`config.mk`:
```
export PLATFORM = sky130hd
export DESIGN_NAME = wsd_front
export DESIGN_NICKNAME = d
export VERILOG_FILES = /design/src/rtl/wsd_pkg.sv /design/src/rtl/wsd_front.sv
export SDC_FILE = /design/constraint.sdc
export NUM_CORES = 1
export LEC_CHECK = 0
export ABC_AREA = 1
export BUFFER_PORTS_ARGS = -buffer_cell sky130_fd_sc_hd__buf_4
export CAP_MARGIN = 10
export CORE_MARGIN = 1
export CORE_UTILIZATION = 50
export CTS_BUF_LIST = sky130_fd_sc_hd__clkbuf_8
export DETAILED_ROUTE_END_ITERATION = 12
export HOLD_SLACK_MARGIN = 0.12
export PLACE_DENSITY = 0.67
export SLEW_MARGIN = 20
export SYNTH_ARGS = -nofsm -noshare
export SYNTH_HDL_FRONTEND = slang
export SYNTH_SLANG_ARGS = --single-unit
```
`constraint.sdc`:
```
create_clock -name clk -period 25.4 [get_ports clk]
set_clock_uncertainty 0.1 [all_clocks]
set_input_delay 7.62 -clock clk [delete_from_list [all_inputs] [get_ports clk]]
set_output_delay 7.62 -clock clk [all_outputs]
set_load 0.03 [all_outputs]
```
`src/rtl/wsd_pkg.sv`:
```
// shared types and constants of the websocket frame deframer
// no dependencies
package wsd_pkg;

    localparam int CFG_W              = 25;
    localparam int COUNT_BITS_DEFAULT = 25;
    localparam logic [CFG_W-1:0] MAX_FRAME_RESET = CFG_W'(1024 * 1024);
    localparam int QUEUE_DEPTH        = 4;

    localparam logic [3:0] OP_CONT   = 4'h0;
    localparam logic [3:0] OP_TEXT   = 4'h1;
    localparam logic [3:0] OP_BINARY = 4'h2;
    localparam logic [3:0] OP_CLOSE  = 4'h8;
    localparam logic [3:0] OP_PING   = 4'h9;
    localparam logic [3:0] OP_PONG   = 4'ha;

    localparam logic [6:0] LEN_EXT16 = 7'd126;
    localparam logic [6:0] LEN_EXT64 = 7'd127;

    typedef enum logic [2:0] {
        K_MSG        = 3'd0,
        K_PING       = 3'd1,
        K_EMPTY_MSG  = 3'd2,
        K_EMPTY_PING = 3'd3,
        K_CLOSE      = 3'd4,
        K_FRAME_LONG = 3'd5,
        K_MSG_LONG   = 3'd6
    } kind_t;

    typedef enum logic [2:0] {
        PH_HDR0    = 3'd0,
        PH_HDR1    = 3'd1,
        PH_EXTLEN  = 3'd2,
        PH_MASK    = 3'd3,
        PH_PAYLOAD = 3'd4
    } phase_t;

    // one classified item from the parser to the output side
    typedef struct packed {
        kind_t      kind;
        logic [7:0] raw_byte;
        logic [7:0] key_byte;
        logic       is_binary;
        logic       frame_last;
        logic       message_last;
    } cmd_t;

    typedef struct packed {
        logic push;
        cmd_t cmd;
    } q_wr_t;

    typedef struct packed {
        logic valid;
        cmd_t cmd;
    } q_rd_t;

endpackage

```
`src/rtl/wsd_front.sv`:
```
// header parser: classifies each received byte until a stop report and queues at most one item per byte
// depends on wsd_pkg
module wsd_front
    import wsd_pkg::*;
#(
    parameter int COUNT_BITS = COUNT_BITS_DEFAULT
)(
    input  logic             clk,
    input  logic             rst_n,
    input  logic             byte_fire,
    input  logic [7:0]       rx_byte,
    input  logic             cfg_wr_en,
    input  logic [CFG_W-1:0] cfg_wr_data,
    output q_wr_t            q_wr
);

    localparam int CW1 = COUNT_BITS + 1;

    logic [CFG_W-1:0]      max_frame_reg;
    logic [COUNT_BITS-1:0] lim;

    phase_t                phase_reg,   phase_next;
    logic [2:0]            hcnt_reg,    hcnt_next;
    logic                  fin_reg,     fin_next;
    logic [3:0]            op_reg,      op_next;
    logic                  masked_reg,  masked_next;
    logic [63:0]           flen_reg,    flen_next;
    logic [31:0]           key_reg,     key_next;
    logic [COUNT_BITS-1:0] pidx_reg,    pidx_next;
    logic                  msg_bin_reg, msg_bin_next;
    logic [COUNT_BITS-1:0] mlen_reg,    mlen_next;
    logic                  stop_reg,    stop_next;

    logic                  len_done;
    logic                  hdr_done;
    logic                  data_op;
    logic                  last;
    logic [CW1-1:0]        msg_sum;
    logic [COUNT_BITS-1:0] base;
    logic [7:0]            key_byte;

    // limit in force, capped to what the counters hold
    generate
        if (COUNT_BITS >= CFG_W) begin : g_lim_wide
            assign lim = COUNT_BITS'(max_frame_reg);
        end else begin : g_lim_cap
            assign lim = (max_frame_reg > CFG_W'({COUNT_BITS{1'b1}}))
                       ? {COUNT_BITS{1'b1}} : max_frame_reg[COUNT_BITS-1:0];
        end
    endgenerate

    assign data_op = (op_reg == OP_CONT) || (op_reg == OP_TEXT) || (op_reg == OP_BINARY);

    always_ff @(posedge clk or negedge rst_n) begin
        if (!rst_n) begin
            max_frame_reg <= MAX_FRAME_RESET;
            phase_reg     <= PH_HDR0;
            hcnt_reg      <= '0;
            fin_reg       <= 1'b0;
            op_reg        <= '0;
            masked_reg    <= 1'b0;
            flen_reg      <= '0;
            key_reg       <= '0;
            pidx_reg      <= '0;
            msg_bin_reg   <= 1'b0;
            mlen_reg      <= '0;
            stop_reg      <= 1'b0;
        end else begin
            if (cfg_wr_en) begin
                max_frame_reg <= cfg_wr_data;
            end
            phase_reg   <= phase_next;
            hcnt_reg    <= hcnt_next;
            fin_reg     <= fin_next;
            op_reg      <= op_next;
            masked_reg  <= masked_next;
            flen_reg    <= flen_next;
            key_reg     <= key_next;
            pidx_reg    <= pidx_next;
            msg_bin_reg <= msg_bin_next;
            mlen_reg    <= mlen_next;
            stop_reg    <= stop_next;
        end
    end

    always_comb begin
        phase_next   = phase_reg;
        hcnt_next    = hcnt_reg;
        fin_next     = fin_reg;
        op_next      = op_reg;
        masked_next  = masked_reg;
        flen_next    = flen_reg;
        key_next     = key_reg;
        pidx_next    = pidx_reg;
        msg_bin_next = msg_bin_reg;
        mlen_next    = mlen_reg;
        stop_next    = stop_reg;
        len_done     = 1'b0;
        hdr_done     = 1'b0;
        q_wr         = '0;
        q_wr.cmd.kind = K_MSG;

        case (pidx_reg[1:0])
            2'd0:    key_byte = key_reg[31:24];
            2'd1:    key_byte = key_reg[23:16];
            2'd2:    key_byte = key_reg[15:8];
            default: key_byte = key_reg[7:0];
        endcase
        last = ({1'b0, pidx_reg} + CW1'(1)) >= {1'b0, flen_reg[COUNT_BITS-1:0]};

        if (byte_fire && !stop_reg) begin
            case (phase_reg)
                PH_HDR0: begin
                    fin_next   = rx_byte[7];
                    op_next    = rx_byte[3:0];
                    phase_next = PH_HDR1;
                end
                PH_HDR1: begin
                    masked_next = rx_byte[7];
                    key_next    = '0;
                    if (rx_byte[6:0] == LEN_EXT16 || rx_byte[6:0] == LEN_EXT64) begin
                        flen_next  = '0;
                        hcnt_next  = (rx_byte[6:0] == LEN_EXT16) ? 3'd1 : 3'd7;
                        phase_next = PH_EXTLEN;
                    end else begin
                        flen_next = 64'(rx_byte[6:0]);
                        len_done  = 1'b1;
                    end
                end
                PH_EXTLEN: begin
                    flen_next = {flen_reg[55:0], rx_byte};
                    if (hcnt_reg == 3'd0) begin
                        len_done = 1'b1;
                    end else begin
                        hcnt_next = hcnt_reg - 3'd1;
                    end
                end
                PH_MASK: begin
                    key_next = {key_reg[23:0], rx_byte};
                    if (hcnt_reg >= 3'd3) begin
                        hdr_done = 1'b1;
                    end else begin
                        hcnt_next = hcnt_reg + 3'd1;
                    end
                end
                PH_PAYLOAD: begin
                    if (last) begin
                        phase_next = PH_HDR0;
                    end else begin
                        pidx_next = pidx_reg + COUNT_BITS'(1);
                    end
                    q_wr.cmd.raw_byte   = rx_byte;
                    q_wr.cmd.key_byte   = key_byte;
                    q_wr.cmd.frame_last = last;
                    if (op_reg == OP_PING) begin
                        q_wr.push     = 1'b1;
                        q_wr.cmd.kind = K_PING;
                    end else if (op_reg == OP_CLOSE) begin
                        if (last) begin
                            stop_next           = 1'b1;
                            q_wr.push           = 1'b1;
                            q_wr.cmd            = '0;
                            q_wr.cmd.kind       = K_CLOSE;
                        end
                    end else if (data_op) begin
                        q_wr.push             = 1'b1;
                        q_wr.cmd.kind         = K_MSG;
                        q_wr.cmd.is_binary    = msg_bin_reg;
                        q_wr.cmd.message_last = last && fin_reg;
                        if (last && fin_reg) begin
                            mlen_next = '0;
                        end
                    end
                end
                default: begin
                    phase_next = PH_HDR0;
                end
            endcase
        end

        // length known: the frame size check takes priority over the message size check
        base    = (op_reg == OP_CONT) ? mlen_reg : '0;
        msg_sum = {1'b0, base} + {1'b0, flen_next[COUNT_BITS-1:0]};
        if (len_done) begin
            if (flen_next > 64'(lim)) begin
                stop_next     = 1'b1;
                q_wr.push     = 1'b1;
                q_wr.cmd      = '0;
                q_wr.cmd.kind = K_FRAME_LONG;
            end else if (data_op && (msg_sum > {1'b0, lim})) begin
                stop_next     = 1'b1;
                q_wr.push     = 1'b1;
                q_wr.cmd      = '0;
                q_wr.cmd.kind = K_MSG_LONG;
            end else begin
                if (data_op) begin
                    if (op_reg != OP_CONT) begin
                        msg_bin_next = (op_reg == OP_BINARY);
                    end
                    mlen_next = msg_sum[COUNT_BITS-1:0];
                end
                if (masked_next) begin
                    phase_next = PH_MASK;
                    hcnt_next  = '0;
                end else begin
                    hdr_done = 1'b1;
                end
            end
        end

        // header complete: start the payload or close out an empty frame
        if (hdr_done) begin
            pidx_next = '0;
            if (flen_next != 64'd0) begin
                phase_next = PH_PAYLOAD;
            end else begin
                phase_next = PH_HDR0;
                q_wr.cmd   = '0;
                if (op_reg == OP_PING) begin
                    q_wr.push           = 1'b1;
                    q_wr.cmd.kind       = K_EMPTY_PING;
                    q_wr.cmd.frame_last = 1'b1;
                end else if (op_reg == OP_CLOSE) begin
                    stop_next     = 1'b1;
                    q_wr.push     = 1'b1;
                    q_wr.cmd.kind = K_CLOSE;
                end else if (data_op && fin_reg) begin
                    mlen_next             = '0;
                    q_wr.push             = 1'b1;
                    q_wr.cmd.kind         = K_EMPTY_MSG;
                    q_wr.cmd.is_binary    = msg_bin_next;
                    q_wr.cmd.frame_last   = 1'b1;
                    q_wr.cmd.message_last = 1'b1;
                end else begin
                    q_wr.cmd.kind = K_MSG;
                end
            end
        end
    end

endmodule

```
==> flow_summary.yaml, run 1 <==
run_status:
  outcome: "finished, final reports clean"
clock_tree:
  cts_made_buffers: 17
  clockBufferDepth: 2
  htree_num_levels: 4
  clk_pin_slew_ps: 110
  numClockSinks: 185
  cts_tree: "done"
  clk-insertion-delay-late_ps: 490
  cts_setup_buffers: 0
  cts_hold_buf: 0
  cts_resized: 0
  root_buffer: "clkbuf_8"
critical_path:
  crit_buf_inv: 4
  cp-start-kind: "input port"
  crit_arrival_ps: 13700
  crit_path_frequent_cell: "nand2_1"
  rrSetupSlack_ps: 18780
  crit_type: "in2out"
  end_kind: "output pin"
  crit_start: "byte_fire"
  cp_max_fo: 33
  cp_slowest_stage_delay_ps: 530
  rr_startpoint: "phase_reg[2]"
  crit_slowest_cell: "inv_2"
  critPathTopFamily: "simple AND/OR/NAND/NOR gates"
  worstPathRequired_ps: 17680
final_layout:
  layout_commonest_cell: "nand2_1"
  syn_to_final_growth_pct: 8.51
  nFillCells: 2364
  ff_latch_area_um2: 4630
  multi_input_area_um2: 6440
  n_antenna_cell: 0
  drive_above_1_share_pct: 8.07
  layout.cells.non_filler: 2083
  final_cell_mix: "nand2_1 (410), inv_1 (303), dfrtp_1 (184)"
  largest_reg_flops: 64
  num-nets-final: 1890
sta:
  fin_setup_tns_ps: 0
  finalSetupViolCount: 0
  slew_violations: 0
  finalHoldViolCount: 0
  maxSlewHeadroom_pct: 33.3
  worst_pin_slew_ps: 999
  fmax_mhz: 46.7
  min_period_over_period_pct: 84.3
  layout_min_cycle_time_ps: 21420
  grt_setup_unrepaired: "false"
floorplanning:
  dieArea_um2: 25700
  die_h_um: 160
  io_pins: 60
  core_um2: 24500
  die_x_um: 160
  start_util_pct: 51.2
  rows: 57
global_routing:
  track_usage_pct: 27.2
  grt_overflow: 0
  grt_start_max_net_pins: 68
  grt_util_met1_pct: 36.6
  grt_pass1_vias: 10500
  antenna_found_initial: 0
  grt-busiest-layer: "met2"
  grt_first_pass_wirelength_mm: 54.9
  grt_use_met3_pct: 3.22
  met2_usage_pct: 45.7
routing:
  vias: 11100
  wl_per_cell_um: 16.2
  final_antenna_net_count: 0
  drc: 0
  drt-vias-per-instance: 5.31
  wirelength_mm: 33.8
  firstDrtPassIters: 5
  first_iter_violations: 778
worst_hold_path:
  worstHoldStart: "flen_reg[57]"
  min_path_type: "reg2reg"
pwr:
  power.leakage_nw: 7.42
  power_density_nw_per_um2: 84.6
  vdd_drop_max_uv: 42.9
placed_design:
  gp_congestion: 0.962
  dp_hpwl_mm: 25.8
  dpl.cell_count: 2051
  port_buffers: 59
logic_synthesis:
  synth_area_leaders: "dfrtp_1 (37%), nand2_1 (12%), ha_1 (11%), inv_1 (9.1%), nor2_1 (4.6%)"
  syn_inst: 1704
  ys_ff_latch: 185
  synth.yosys.seq_area_share_pct: 37.0
  synth_top_cell_area_share_pct: 36.8
  yosys_warnings: 0
  avgSynthCellArea_um2: 7.35
  synth.distinct_cells: 45
  yosysTopAreaCell: "dfrtp_1"
  synth_nets: 1848
  syn-cell-area_um2: 12500
run:
  drv_cap: 0
-- where the power goes --
part           leakage, nW  internal [mW]  switching (mW)
Sequential            2.40          0.357          0.0306
Combinational         4.82          0.183           0.368
Clock                0.200         0.0752           0.134
-- layer usage --
metal  part of all wire (%)  vias up
met3                    3.2       44
met1                     47     5182
li1                       -     5593
met5                      0        -
met4                    2.1        0
met2                     48      238
-- worst reg2reg max path: cells and delay by family (launching register included) --
| kind | cells | cell delay [ps] |
|---|---|---|
| AND/OR/NAND/NOR | 22 | 3060 |
| buffers and inverters | 5 | 680 |
| flip-flops | 1 | 420 |
| adder cells (fa/ha/maj) | 3 | 860 |
| XOR/XNOR | 1 | 260 |
| AO/OA/AOI/OAI | 4 | 1140 |
-- final cells by class --
class / instances / area share (%)
sequential: 185 / 34.1
clock buffer: 17 / 1.72
inverter: 317 / 8.76
clock inverter: 15 / 1.26
tap: 324 / 2.98
timing repair buffer: 67 / 3.75
multi-input combinational: 1158 / 47.4
-- cell families (layout without fill, tap and decap cells) --
logic type                 count (synthesis)  count (layout)  share of synthesized area (%)
buffers and inverters                    361             416                           11.6
AOI/OAI and AO/OA                        296             296                           13.6
muxes                                      1               1                         0.0899
xor gates and xnor gates                  38              38                           2.66
adders and majority gates                107             107                           10.8
DFF                                      185             185                           37.0
and+or+nand+nor                          716             716                           24.3
-- through the flow --
| step | setup slack, ps | area (µm²) | util (%) | total power, mW | hold slack, ps |
|---|---|---|---|---|---|
| floorplan | 5680 | 12500 | - | 0.784 | 339 |
| global placement | 4120 | 13200 | 53.9 | 0.930 | 353 |
| detailed placement | 4080 | 13200 | 53.9 | 0.939 | 357 |
| CTS | 4010 | 13600 | 55.5 | 1.15 | 384 |
| global route | 3370 | 13600 | 55.5 | 1.24 | 415 |
| finish | 3980 | 13600 | 55.5 | 1.15 | 380 |
-- path summary, 6_finish.rpt --
check                               endpoint  cells past startpoint
worst max-delay path                 q_wr[0]                     33
worst min-delay path            flen_reg[57]                      2
worst max register to register  mlen_reg[20]                     35
worst min register to register  flen_reg[57]                      2
max in group asynchronous       mlen_reg[13]                      2
min in group asynchronous        key_reg[10]                      1
-- synthesized netlist by cell type (all sizes together) --
library cell    n
a21o            4
xor2           28
clkbuf         21
nand4          20
o221ai          1
o221a           1
o21bai          2
a31oi           6
a21oi          83
dfstp           1
buf            23
o21ai          96
o22ai          60
a22oi           3
mux2            1
ha            106
nor4           12
o2111ai         3
clkinv          3
o21a            7
or2             2
nor3           28
nor3b           1
nand3b          6
nand3          63
fa              1
o211ai          3
nor2          159
dfrtp         184
xnor2          10
inv           314
nand2         425
a211oi         27
(Power assumes the default switching activity.)
==> run 2: changes to the inputs <==
- PLACE_DENSITY: 0.67 -> 0.7
- clock period: 25.4 -> 17.7 ns (I/O delays scaled with it)
==> run 2 against run 1 <==
Compared with the run above: clock-buffer cell count stayed put; cell area hardly changed; non-clock buffer count is 2 lower; first-iteration DRC count is 0.26% higher; global-route usage hardly changed; routed wire length is 0.75% lower; critical path depth is 1 higher; worst setup slack worse by 2900 ps; final cell count hardly changed; via count is 0.18% lower; core utilization hardly changed; register-to-register slack worse by 7600 ps; critical endpoint unchanged; largest power group unchanged.
==> flow_summary.yaml, run 2 (same netlist as run 1, synthesis figures left out) <==
run:
  drv_cap: 0
sta:
  worst_pin_slew_ps: 946
  fin_setup_tns_ps: 0
  layout_min_cycle_time_ps: 16640
  slew_violations: 0
  grt_setup_unrepaired: "false"
  maxSlewHeadroom_pct: 36.9
  min_period_over_period_pct: 94.0
  finalSetupViolCount: 0
  finalHoldViolCount: 0
  fmax_mhz: 60.1
critical_path:
  crit_buf_inv: 7
  rrSetupSlack_ps: 11200
  crit_arrival_ps: 11230
  end_kind: "output pin"
  cp_max_fo: 33
  cp_slowest_stage_delay_ps: 630
  crit_slowest_cell: "o21ai_0"
  crit_type: "in2out"
  crit_path_frequent_cell: "nand2_1"
  worstPathRequired_ps: 12290
  critPathTopFamily: "simple AND/OR/NAND/NOR gates"
  cp-start-kind: "input port"
placed_design:
  gp_congestion: 0.986
  dp_hpwl_mm: 25.9
  port_buffers: 59
final_layout:
  syn_to_final_growth_pct: 8.59
  drive_above_1_share_pct: 7.97
  n_antenna_cell: 0
  post-route-util_pct: 55.6
  largest_reg_flops: 64
  final_cell_mix: "nand2_1 (410), inv_1 (303), dfrtp_1 (184)"
  layout_commonest_cell: "nand2_1"
  num-nets-final: 1888
clock_tree:
  cts_tree: "done"
  cts_setup_buffers: 0
  cts_made_buffers: 17
  cts_resized: 0
  htree_num_levels: 4
  clockBufferDepth: 2
  cts_hold_buf: 0
  clk_pin_slew_ps: 100
  numClockSinks: 185
  clk-insertion-delay-late_ps: 490
  root_buffer: "clkbuf_8"
routing:
  wl_per_cell_um: 16.1
  route.met3.wl_mm: 1.27
  dr.max_layer_used: "met4"
  dr_wl_met2_mm: 15.6
  final_antenna_net_count: 0
  wl_met1_mm: 15.9
  drc: 0
  firstDrtPassIters: 8
  wirelength_mm: 33.5
  drt-vias-per-instance: 5.30
  vias: 11000
  first_iter_violations: 780
floorplanning:
  dieArea_um2: 25700
  die_h_um: 160
  core_um2: 24500
  die_x_um: 160
  io_pins: 60
  start_util_pct: 51.2
  rows: 57
global_routing:
  track_usage_pct: 27.2
  grt_start_max_net_pins: 64
  antenna_found_initial: 0
  grt_pass1_vias: 10500
  grt_first_pass_wirelength_mm: 54.9
  grt_overflow: 0
pwr:
  power_density_nw_per_um2: 122
  power.leakage_nw: 7.43
  finalPower_mw: 1.66
  vdd_drop_max_uv: 62.7
run_status:
  outcome: "finished, final reports clean"
worst_hold_path:
  min_path_type: "reg2reg"
==> run 2: cell types whose count changed in the layout (fill, tap and decap cells not counted), sizes merged <==
cell / before / now
clkinvlp: 2 / 0
bufinv: 0 / 1
clkinv: 8 / 9
buf: 66 / 64
==> run 2: final timing paths <==
path	startpoint	endpoint	depth (start not counted)
max in group asynchronous	rst_n	mlen_reg[16]	2
min reg2reg	flen_reg[56]	flen_reg[56]	2
max	byte_fire	q_wr[0]	34
max reg2reg	phase_reg[2]	mlen_reg[8]	34
min in group asynchronous	rst_n	key_reg[27]	1
min	flen_reg[56]	flen_reg[56]	2
==> run 2: metal layers <==
layer / up-vias / track usage (%)
li1: 5555 / -
met1: 5191 / 38.0
met2: 247 / 43.8
met3: 44 / 3.22
met4: 0 / 8.70
met5: - / 0
==> run 2: report_power, final <==
| group | switching (mW) | internal (mW) |
|---|---|---|
| Clock | 0.189 | 0.122 |
| Sequential | 0.0454 | 0.513 |
| Combinational | 0.527 | 0.260 |
==> run 2: through the flow <==
step	instance area (µm²)	setup WS, ps	hold slack [ps]	instances
finish	13600	1060	378	2081
global route	13600	396	399	2081
CTS	13600	1100	386	2081
detailed placement	13200	1130	359	2049
global placement	13200	1250	351	2049
floorplan	12500	2600	339	1704
==> run 2: cell type report <==
cell class,instances,area [µm²]
Multi-Input combinational cell,1158,6440
Clock inverter,15,198
Tap cell,324,405
Fill cell,2361,10900
Timing Repair Buffer,65,494
Clock buffer,17,234
Sequential cell,185,4630
Inverter,317,1190
==> run 2: worst reg2reg max path, delay by kind of cell (launching register included) <==
kind / cells / cell delay (ps)
buf+inv: 6 / 710
flops: 1 / 440
simple gates: 23 / 3360
compound gates: 2 / 940
fa+ha+maj: 3 / 860
