$ cat src/rtl/wsd_pkg.sv
// shared types and constants of the websocket frame deframer
// no dependencies
package wsd_pkg;

    localparam int CFG_W              = 25;
    localparam int COUNT_BITS_DEFAULT = 25;
    localparam logic [CFG_W-1:0] MAX_FRAME_RESET = CFG_W'(1024 * 1024);
    localparam int QUEUE_DEPTH        = 4;

    localparam logic [3:0] OP_CONT   = 4'h0;
    localparam logic [3:0] OP_TEXT   = 4'h1;
    localparam logic [3:0] OP_BINARY = 4'h2;
    localparam logic [3:0] OP_CLOSE  = 4'h8;
    localparam logic [3:0] OP_PING   = 4'h9;
    localparam logic [3:0] OP_PONG   = 4'ha;

    localparam logic [6:0] LEN_EXT16 = 7'd126;
    localparam logic [6:0] LEN_EXT64 = 7'd127;

    typedef enum logic [2:0] {
        K_MSG        = 3'd0,
        K_PING       = 3'd1,
        K_EMPTY_MSG  = 3'd2,
        K_EMPTY_PING = 3'd3,
        K_CLOSE      = 3'd4,
        K_FRAME_LONG = 3'd5,
        K_MSG_LONG   = 3'd6
    } kind_t;

    typedef enum logic [2:0] {
        PH_HDR0    = 3'd0,
        PH_HDR1    = 3'd1,
        PH_EXTLEN  = 3'd2,
        PH_MASK    = 3'd3,
        PH_PAYLOAD = 3'd4
    } phase_t;

    // one classified item from the parser to the output side
    typedef struct packed {
        kind_t      kind;
        logic [7:0] raw_byte;
        logic [7:0] key_byte;
        logic       is_binary;
        logic       frame_last;
        logic       message_last;
    } cmd_t;

    typedef struct packed {
        logic push;
        cmd_t cmd;
    } q_wr_t;

    typedef struct packed {
        logic valid;
        cmd_t cmd;
    } q_rd_t;

endpackage

$ cat src/rtl/wsd_cmd_queue.sv
// small fifo of classified items between parser and output side
// depends on wsd_pkg
module wsd_cmd_queue
    import wsd_pkg::*;
(
    input  logic  clk,
    input  logic  rst_n,
    input  q_wr_t q_wr,
    input  logic  pop,
    output q_rd_t q_rd,
    output logic  full
);

    localparam int PTR_W = $clog2(QUEUE_DEPTH);
    localparam int CNT_W = $clog2(QUEUE_DEPTH + 1);

    cmd_t             mem_reg [QUEUE_DEPTH];
    logic [PTR_W-1:0] wr_ptr_reg, wr_ptr_next;
    logic [PTR_W-1:0] rd_ptr_reg, rd_ptr_next;
    logic [CNT_W-1:0] cnt_reg,    cnt_next;
    logic             do_pop;

    assign full       = (cnt_reg == CNT_W'(QUEUE_DEPTH));
    assign q_rd.valid = (cnt_reg != '0);
    assign q_rd.cmd   = mem_reg[rd_ptr_reg];
    assign do_pop     = pop && q_rd.valid;

    always_comb begin
        wr_ptr_next = wr_ptr_reg;
        rd_ptr_next = rd_ptr_reg;
        cnt_next    = cnt_reg;
        if (q_wr.push) begin
            wr_ptr_next = (wr_ptr_reg == PTR_W'(QUEUE_DEPTH - 1)) ? '0
                        : wr_ptr_reg + PTR_W'(1);
        end
        if (do_pop) begin
            rd_ptr_next = (rd_ptr_reg == PTR_W'(QUEUE_DEPTH - 1)) ? '0
                        : rd_ptr_reg + PTR_W'(1);
        end
        case ({q_wr.push, do_pop})
            2'b10:   cnt_next = cnt_reg + CNT_W'(1);
            2'b01:   cnt_next = cnt_reg - CNT_W'(1);
            default: cnt_next = cnt_reg;
        endcase
    end

    always_ff @(posedge clk or negedge rst_n) begin
        if (!rst_n) begin
            wr_ptr_reg <= '0;
            rd_ptr_reg <= '0;
            cnt_reg    <= '0;
        end else begin
            wr_ptr_reg <= wr_ptr_next;
            rd_ptr_reg <= rd_ptr_next;
            cnt_reg    <= cnt_next;
        end
    end

    always_ff @(posedge clk) begin
        if (q_wr.push) begin
            mem_reg[wr_ptr_reg] <= q_wr.cmd;
        end
    end

endmodule

$ cat config.mk
export PLATFORM = sky130hd
export DESIGN_NAME = wsd_cmd_queue
export DESIGN_NICKNAME = d
export VERILOG_FILES = /design/src/rtl/wsd_pkg.sv /design/src/rtl/wsd_cmd_queue.sv
export SDC_FILE = /design/constraint.sdc
export NUM_CORES = 1
export LEC_CHECK = 0
export BUFFER_PORTS_ARGS = -buffer_cell sky130_fd_sc_hd__clkbuf_2
export CAP_MARGIN = 30
export CORE_MARGIN = 2
export CORE_UTILIZATION = 30
export CTS_CLUSTER_SIZE = 10
export DETAILED_ROUTE_END_ITERATION = 8
export PLACE_DENSITY = 0.55
export SLEW_MARGIN = 25
export SYNTH_ARGS = -nofsm -noshare
export SYNTH_HDL_FRONTEND = slang
export SYNTH_SLANG_ARGS = --single-unit
export TNS_END_PERCENT = 1
$ cat constraint.sdc
create_clock -name clk -period 1.97 [get_ports clk]
set_clock_uncertainty 0.2 [all_clocks]
set_input_delay 0.394 -clock clk [delete_from_list [all_inputs] [get_ports clk]]
set_output_delay 0.394 -clock clk [all_outputs]
set_load 0.005 [all_outputs]
==> results by group, run 1 <==
Logic synthesis
  • Synthesized Nets: between 150 and 200
  • Top post-synthesis cells by area: edfxtp_1, mux4_2, dfrtp_1
  • Sequential area share after synthesis: 0.773
  • Synth unique cells: 22
  • Synth area leader: edfxtp_1
  • Synthesized cell area: 0.00365 mm^2
  • Asr flop ratio synth: 0.0737
  • Syn avg cell area: 23.5 um^2
  • Synth Warn #: 0
  • Share of the synthesized area in the top cell type: 0.725
  • Synthesized instance count: 155
  • Top_reg_cell synth: edfxtp_1
  • Register bit count reported by yosys: 95
  • EDFF count, synth: 88

Route
  • Router iterations before antenna repair: 4
  • # DRC: 0
  • Post-route ant nets: 0
  • WL per Instance: 17.0 um
  • Routed vias/inst: 4.46
  • Drt initial violations: approximately 110
  • Detailed-route via count: 1,702
  • Final wirelength: about 6.5 mm

Power and ir drop
  • Power per cell area: 1410 mW/mm^2
  • Power, Total: about 6400 uW
  • Peak supply drop: around 0.6 mV
  • Cell leakage power: between 0.0015 and 0.002 uW

Floorplanning
  • Io pins: 50
  • Die H: 114 um
  • Row count: 40
  • Initial Util: 0.305
  • Die extent in x: 114 um
  • DIE AREA: between 0.01 and 0.015 mm^2
  • CORE AREA: 0.0120 mm^2

Cells and area
  • Area growth, synth to finish: 23.9%
  • Largest register FFs: 88
  • Leading cell type in the layout, fill and taps excluded: edfxtp_1
  • Commonest cells after routing, fill and taps aside: edfxtp_1, clkbuf_2, mux4_2, buf_4, clkbuf_16
  • Multi-input logic area: 728 um^2
  • Filler cell count: 1,099
  • Ant diodes: 0
  • Area occupied by registers: about 0.0028 mm^2
  • Layout Nets: 263
  • Share of layout cells above drive strength 1: 0.468

Clock network
  • Clock Root Buffer: clkbuf_16
  • CTS Sinks: 95
  • CTS Buf Count: 9
  • Longest Clk Path Bufs: 2
  • Reg clk slew, reported paths: ~60 ps
  • CTS tree: done
  • Clock latency on the worst-skew pair: 340 ps
  • # H-tree levels: 3

GRT
  • First-pass GRT wire length: roughly 10 mm
  • GRT overflow: 0
  • Vias in the first global route: roughly 1,900
  • Largest net degree at the start of global routing: 18
  • Initial antenna violation count: 0
  • GRT Total Usage: 0.111

Worst setup path
  • Crit path max fanout: 4
  • Startpoint Class: flop
  • Worst EP required: 1380 ps
  • CP arrival: 1630 ps
  • Crit path kind: flop to output pin
  • Reg-to-reg slack, setup: 20 ps
  • CP Capture Type: output pin

Run
  • Max-cap violations: 0

Timing
  • Fmax: 449 MHz
  • RSZ-0062 raised after global routing: yes
  • Relative slew slack: 0.819
  • Max-slew violation count: 0
  • Setup violators final: 22
  • Final worst slack: -256 ps
  • Tmin final: 2230 ps
  • Final hold vios: 0
  • Crit share post-route: 1.13
  • Slew @ Worst Pin: 271 ps

Placement
  • Post-DP HPWL: 4.15 mm
  • Post-place setup slack: -4.33 ps
  • Port Buffers: 49
  • GPL Wtd Cong: 0.668

Hold path
  • Hold Crit Class: input port to flop

Run status
  • Failing checks: setup timing
  • Status: complete, but fails checks
power by group:
part / switching, uW / internal (uW)
clock: 701 / 848
combinational: 911 / 1180
sequential: 114 / 2610
layer usage:
| layer | GRT usage | part of all wire | vias up | wire length (um) |
|---|---|---|---|---|
| met2 | 0.167 | 0.47 | 43 | 3080 |
| met4 | 0.0488 | 0.019 | 0 | 126 |
| met5 | 0 | 0 | - | 0 |
| met3 | 0.0392 | 0.050 | 13 | 323 |
| li1 | - | - | 776 | - |
| met1 | 0.147 | 0.46 | 870 | 2980 |
worst max-delay path: stages, from the launching register on:
cell and delay (ps):
dfrtp_2 390, bufbuf_16 270, mux4_2 500, clkbuf_2 130
cell families after synthesis:
logic type / Yosys count / synth area share
multiplexers: 25 / 0.149
flip-flops: 95 / 0.773
AO/OA/AOI/OAI: 2 / 0.00275
buffers and inverters: 12 / 0.0240
XOR/XNOR: 3 / 0.00721
AND/OR/NAND/NOR: 11 / 0.0182
adder cells (fa/ha/maj): 7 / 0.0261
synthesized netlist by cell type, drive strengths merged, types with 2 or more instances:
master / n
edfxtp: 88
mux4: 22
dfrtp: 7
inv: 7
ha: 6
buf: 5
and2: 4
mux2: 2
nand2: 2
nor2: 2
o21ai: 2
or3: 2
xor2: 2
worst paths after layout:
path,from,end,cells after the start
worst max-delay path,rd_ptr_reg[0],q_rd[20],3
worst min-delay path,q_wr[19],mem_reg[0][19],1
worst max register to register,cnt_reg[1],cnt_reg[2],9
worst min register to register,cnt_reg[2],cnt_reg[2],1
max in group asynchronous,rst_n,rd_ptr_reg[0],2
min in group asynchronous,rst_n,cnt_reg[0],2
layout make-up:
| type | instances | area share |
|---|---|---|
| Sequential cell | 95 | 0.624 |
| Multi-Input combinational cell | 48 | 0.161 |
| Timing Repair Buffer | 69 | 0.109 |
| Clock buffer | 10 | 0.0507 |
| Tap cell | 147 | 0.0407 |
| Clock inverter | 6 | 0.00831 |
| Inverter | 7 | 0.00582 |
timing repair:
| action | in CTS | in global routing |
|---|---|---|
| pin swaps | 0 | 1 |
| hold buffers | 1 | 0 |
| endpoints found under the setup margin | 23 | 24 |
| gates cloned | 2 | 0 |
| setup buffers | 1 | 1 |
| endpoints found under the hold margin | 7 | 0 |
| gates resized for setup | 5 | 1 |
stage by stage:
step | utilization | instance area (um^2) | TNS, ps | cells | hold slack, ps
5_1_grt | 0.378 | 4520 | -6500 | 382 | 60.0
3_5_place_dp | 0.348 | 4170 | -4.33 | 361 | 50.3
3_3_place_gp | 0.348 | 4170 | 0 | 361 | 50.4
2_1_floorplan | - | 3650 | 0 | 155 | -102
6_report | 0.378 | 4520 | -5160 | 382 | 67.3
4_1_cts | 0.377 | 4510 | -5840 | 381 | 48.4
(Power assumes the default switching activity.)
==> run 2, diff against run 1 <==
Settings changed: GPL_TIMING_DRIVEN set to 1, RECOVER_POWER set to 50, REMOVE_ABC_BUFFERS set to 1.
==> results by group, run 2 (synthesis results as in run 1) <==
Run status
  • Status: complete, but fails checks (unchanged)
  • Failing checks: setup timing (unchanged)

Floorplanning
  • DIE AREA: 0.0131 mm^2 (unchanged)
  • Initial Util: 0.305 (unchanged)
  • Die H: 114 um (unchanged)
  • CORE AREA: 0.0120 mm^2 (unchanged)
  • Row count: 40 (unchanged)
  • Io pins: 50 (unchanged)
  • Die extent in x: 114 um (unchanged)

Route
  • # DRC: 0 (unchanged)
  • WL per Instance: 16.9 um (was 17.0 um)
  • Router iterations before antenna repair: 4 (unchanged)
  • Detailed-route via count: 1,689 (was 1,702)
  • Final wirelength: 6.43 mm (was 6.51 mm)
  • Post-route ant nets: 0 (unchanged)
  • Drt initial violations: 107 (was 113)
  • Routed vias/inst: 4.43 (was 4.46)

Clock network
  • # H-tree levels: 3 (unchanged)
  • CTS Sinks: 95 (unchanged)
  • Longest Clk Path Bufs: 2 (unchanged)
  • CTS Buf Count: 9 (unchanged)
  • Clock Root Buffer: clkbuf_16 (unchanged)
  • Clock latency on the worst-skew pair: 340 ps (about the same)
  • CTS tree: done (unchanged)
  • Reg clk slew, reported paths: 70 ps (was 60 ps)

GRT
  • GRT overflow: 0 (unchanged)
  • Largest net degree at the start of global routing: 18 (unchanged)
  • First-pass GRT wire length: 9.89 mm (was 10.3 mm)
  • Initial antenna violation count: 0 (unchanged)
  • GRT Total Usage: 0.105 (was 0.111)
  • Vias in the first global route: 1,816 (was 1,878)

Cells and area
  • Leading cell type in the layout, fill and taps excluded: edfxtp_1 (unchanged)
  • Share of layout cells above drive strength 1: 0.380 (was 0.468)
  • Commonest cells after routing, fill and taps aside: edfxtp_1, clkbuf_2, clkbuf_1, mux4_2, buf_4 (was edfxtp_1, clkbuf_2, mux4_2, buf_4, clkbuf_16)
  • Layout Nets: 262 (was 263)
  • Filler cell count: 1,117 (was 1,099)
  • Post-route core utilization: 0.374 (was 0.378)
  • Ant diodes: 0 (unchanged)
  • Largest register FFs: 88 (unchanged)
  • Area growth, synth to finish: 22.6% (was 23.9%)

Placement
  • GPL Wtd Cong: 0.690 (was 0.668)
  • Post-place setup slack: -14.6 ps (was -4.33 ps)
  • Port Buffers: 49 (unchanged)
  • Post-DP HPWL: 4.11 mm (was 4.15 mm)

Worst setup path
  • Critical path's slowest cell: mux4_2 (unchanged)
  • CP arrival: 1590 ps (was 1630 ps)
  • R2R Path Start: cnt_reg[1] (unchanged)
  • Crit path from: rd_ptr_reg[0] (unchanged)
  • CP Capture Type: output pin (unchanged)
  • CP peak stage delay: 510 ps (was 500 ps)
  • Crit path max fanout: 9 (was 4)
  • Reg-to-reg slack, setup: 40 ps (was 20 ps)
  • Startpoint Class: flop (unchanged)
  • Crit path kind: flop to output pin (unchanged)
  • Worst-path cell chain: buf_12 > mux4_2 > clkbuf_2 (was bufbuf_16 > mux4_2 > clkbuf_2)
  • Worst EP required: 1380 ps (about the same)

Timing
  • Relative slew slack: 0.722 (was 0.819)
  • Max-slew violation count: 0 (unchanged)
  • RSZ-0062 raised after global routing: yes (unchanged)
  • Final hold vios: 0 (unchanged)
  • Crit share post-route: 1.11 (was 1.13)
  • Fin Setup TNS: -4240 ps (was -5160 ps)
  • Fmax: 457 MHz (was 449 MHz)
  • Slew @ Worst Pin: 417 ps (was 271 ps)
  • Tmin final: 2190 ps (was 2230 ps)
  • Setup violators final: 22 (unchanged)
  • Final worst slack: -216 ps (was -256 ps)

Hold path
  • Hold Crit Class: input port to flop (unchanged)
  • Hold_sp: q_wr[20] (was q_wr[19])

Power and ir drop
  • Power, Total: 6400 uW (was 6360 uW)
  • Cell leakage power: 0.00157 uW (was 0.00164 uW)
  • Peak supply drop: 0.597 mV (was 0.602 mV)
  • Power per cell area: 1430 mW/mm^2 (was 1410 mW/mm^2)

Run
  • Max-cap violations: 0 (unchanged)
[run 2: changes by cell type in the layout (fill, tap and decap cells not counted), sizes merged]
cell,delta
inv,+2
bufbuf,-1
clkinv,-2
clkinvlp,-1
bufinv,+1
[run 2: layout make-up]
type / instances / area (um^2) / share of cell area
Sequential cell: 95 / 2820 / 0.631
Multi-Input combinational cell: 48 / 728 / 0.163
Timing Repair Buffer: 68 / 399 / 0.0893
Clock buffer: 10 / 239 / 0.0535
Tap cell: 147 / 184 / 0.0411
Clock inverter: 6 / 75.1 / 0.0168
Inverter: 7 / 26.3 / 0.00588
[run 2: worst paths after layout]
check                                      end  cells past startpoint
worst max-delay path                   q_rd[7]                      3
worst min-delay path            mem_reg[3][20]                      1
worst max register to register      cnt_reg[2]                      9
worst min register to register      cnt_reg[2]                      1
max in group asynchronous        rd_ptr_reg[0]                      2
min in group asynchronous        wr_ptr_reg[0]                      2
[run 2: worst max-delay path, delay by kind of cell (launching register included)]
kind / cells / cell delay, ps
buf+inv: 2 / 300
flops: 1 / 440
mux: 1 / 510
[run 2: metrics by stage]
stage               instances  hold WS [ps]  cell area (um^2)
floorplan                 150          -102              3580
global placement          362          49.7              4160
detailed placement        362          48.7              4160
CTS                       382          60.1              4520
global route              381           125              4470
finish                    381           108              4470
[run 2: layer usage]
layer  global-route usage  routed length [um]
met5                    0                   0
met4               0.0463                 116
met3               0.0376                 295
met2                0.181                3370
met1                0.117                2650
[run 2: repair_timing]
action                                 4_1_cts  5_1_grt
gates resized for setup                      5        2
endpoints found under the hold margin        7        0
pin swaps                                    1        2
hold buffers                                 1        0
setup endpoints to repair                   24       24
gates cloned                                 1        0
buffers inserted                             2        0
[run 2: report_power, final]
part	switching (uW)	total [uW]	internal [uW]
logic	862	1880	1020
clock network	759	1790	1040
registers	121	2730	2610
==> run 3, diff against run 2 <==
==> constraint.sdc (replaced) <==
create_clock -name clk -period 1.97 [get_ports clk]
set_clock_uncertainty 0.2 [all_clocks]
set_input_delay 0.0985 -clock clk [delete_from_list [all_inputs] [get_ports clk]]
set_output_delay 0.0985 -clock clk [all_outputs]
set_load 0.005 [all_outputs]
==> results by group, run 3 (synthesis results as in run 1) <==
Hold path
  • Hold Crit Class: flop to flop (was input port to flop)
  • Hold depth: 2 (was 1)

Clock network
  • Reg clk slew, reported paths: 60 ps (was 70 ps)
  • # H-tree levels: 3 (unchanged)
  • CTS Sinks: 95 (unchanged)
  • Longest Clk Path Bufs: 2 (unchanged)
  • CTS tree: done (unchanged)
  • CTS Buf Count: 9 (unchanged)
  • Clock Root Buffer: clkbuf_16 (unchanged)
  • Clock latency on the worst-skew pair: 330 ps (was 340 ps)

Route
  • Router iterations before antenna repair: 4 (unchanged)
  • Post-route ant nets: 0 (unchanged)
  • Routed vias/inst: 4.34 (was 4.43)
  • Final wirelength: 6.46 mm (was 6.43 mm)
  • Detailed-route via count: 1,753 (was 1,689)
  • # DRC: 0 (unchanged)
  • Drt initial violations: 95 (was 107)
  • WL per Instance: 16.0 um (was 16.9 um)

Placement
  • Port Buffers: 49 (unchanged)
  • DP Cell Count: 359 (was 362)
  • Post-DP HPWL: 4.02 mm (was 4.11 mm)
  • GPL Wtd Cong: 0.729 (was 0.690)

Timing
  • Fmax: 514 MHz (was 457 MHz)
  • Relative slew slack: 0.738 (was 0.722)
  • Tmin final: 1940 ps (was 2190 ps)
  • Slew @ Worst Pin: 393 ps (was 417 ps)
  • Crit share post-route: 0.987 (was 1.11)
  • Fin Setup TNS: 0 ps (was -4240 ps)
  • Max-slew violation count: 0 (unchanged)
  • RSZ-0062 raised after global routing: yes (unchanged)
  • Setup violators final: 0 (was 22)
  • Final hold vios: 0 (unchanged)
  • Hold Slack: 352 ps (was 108 ps)

GRT
  • First-pass GRT wire length: 9.91 mm (was 9.89 mm)
  • GRT Total Usage: 0.105 (about the same)
  • Largest net degree at the start of global routing: 22 (was 18)
  • Initial antenna violation count: 0 (unchanged)
  • Vias in the first global route: 1,861 (was 1,816)
  • GRT overflow: 0 (unchanged)

Worst setup path
  • R2r worst-path depth: 9 (unchanged)
  • Crit path max fanout: 2 (was 9)
  • Critical path's slowest cell: or3_4 (was mux4_2)
  • Worst-path cell chain: or3_4 > nand2_2 > inv_2 > ha_4 > inv_2 > fa_2 > xor2_1 > nor2_1 > xor2_1 (was buf_12 > mux4_2 > clkbuf_2)
  • Worst EP required: 1990 ps (was 1380 ps)
  • Crit path kind: flop to flop (was flop to output pin)
  • CP arrival: 1960 ps (was 1590 ps)
  • CP peak stage delay: 400 ps (was 510 ps)
  • Startpoint Class: flop (unchanged)
  • CP Capture Type: flop (was output pin)

Cells and area
  • Largest register FFs: 88 (unchanged)
  • Ant diodes: 0 (unchanged)
  • Leading cell type in the layout, fill and taps excluded: edfxtp_1 (unchanged)
  • Layout Nets: 286 (was 262)
  • Fin cells: 404 (was 381)
  • Commonest cells after routing, fill and taps aside: edfxtp_1, clkbuf_2, dlygate4sd3_1, clkbuf_1, mux4_2 (was edfxtp_1, clkbuf_2, clkbuf_1, mux4_2, buf_4)
  • Share of layout cells above drive strength 1: 0.335 (was 0.380)
  • Area growth, synth to finish: 29.1% (was 22.6%)
  • Filler cell count: 1,087 (was 1,117)

Power and ir drop
  • Power, Total: 6240 uW (was 6400 uW)
  • Flop pwr share: 0.442 (was 0.426)
  • Clock power frac: 0.241 (was 0.280)
  • Power per cell area: 1330 mW/mm^2 (was 1430 mW/mm^2)
  • Comb pwr share: 0.317 (was 0.294)
  • Switching Share: 0.270 (was 0.272)
  • Peak supply drop: 0.525 mV (was 0.597 mV)
  • Cell leakage power: 0.00165 uW (was 0.00157 uW)
  • Switch Pwr: 1680 uW (was 1740 uW)
  • Internal power: 4550 uW (was 4660 uW)

Floorplanning
  • CORE AREA: 0.0120 mm^2 (unchanged)
  • DIE AREA: 0.0131 mm^2 (unchanged)
  • Die extent in x: 114 um (unchanged)
  • Die H: 114 um (unchanged)
  • Initial Util: 0.305 (unchanged)
  • Row count: 40 (unchanged)
  • Io pins: 50 (unchanged)

Run status
  • Status: complete, no violations (was complete, but fails checks)

Run
  • Max-cap violations: 0 (unchanged)
## run 3: metal layers
metal / vias up / wire [um] / part of all wire / global-route usage
li1: 823 / - / - / -
met1: 889 / 2830 / 0.44 / 0.124
met2: 35 / 3320 / 0.51 / 0.176
met3: 6 / 251 / 0.039 / 0.0413
met4: 0 / 63 / 0.0098 / 0.0317
met5: - / 0 / 0 / 0
## run 3: path summary, 6_finish.rpt
| kind | start | endpoint | slack [ps] |
|---|---|---|---|
| min in group asynchronous | rst_n | cnt_reg[0] | 530 |
| hold / removal | cnt_reg[2] | cnt_reg[2] | 350 |
| hold reg to reg | cnt_reg[2] | cnt_reg[2] | 350 |
| setup reg to reg | cnt_reg[0] | cnt_reg[2] | 30 |
| max in group asynchronous | rst_n | rd_ptr_reg[0] | 760 |
| setup / recovery | cnt_reg[0] | cnt_reg[2] | 30 |
## run 3: critical path, delay by kind of cell, from the launching register on
kind | cells | cell delay (ps)
flops | 1 | 380
simple gates | 3 | 550
xor+xnor | 2 | 280
fa+ha+maj | 2 | 330
buf+inv | 2 | 90
## run 3: timing repair
action,CTS,global route
setup buffers,4,0
pin swaps,5,5
hold endpoints to repair,98,0
hold buffers,26,0
gates resized for setup,5,4
setup endpoints to repair,20,20
## run 3: final cells by class
| cell class | instances | area (um^2) | area share |
|---|---|---|---|
| Inverter | 7 | 26.3 | 0.00558 |
| Multi-Input combinational cell | 48 | 741 | 0.157 |
| Clock buffer | 10 | 229 | 0.0487 |
| Sequential cell | 95 | 2820 | 0.599 |
| Clock inverter | 5 | 26.3 | 0.00558 |
| Tap cell | 147 | 184 | 0.0391 |
| Timing Repair Buffer | 92 | 681 | 0.145 |
## run 3: power by group through the flow
| stage | combinational, uW | clock [uW] | sequential [uW] |
|---|---|---|---|
| finish | 1970 | 1500 | 2760 |
| CTS | 2030 | 1560 | 2760 |
| global route | 2180 | 1640 | 2790 |
| floorplan | 899 | 0 | 2880 |
| global placement | 1860 | 0 | 2810 |
| detailed placement | 1860 | 0 | 2820 |
## run 3: through the flow
stage                     setup slack, ps  area (um^2)   util
after detailed placement            -21.0         4180  0.349
final                                25.3         4710  0.393
after floorplan                     -49.9         3580      -
after CTS                           -12.8         4750  0.397
after global placement               14.6         4180  0.349
after global routing                -59.6         4710  0.393
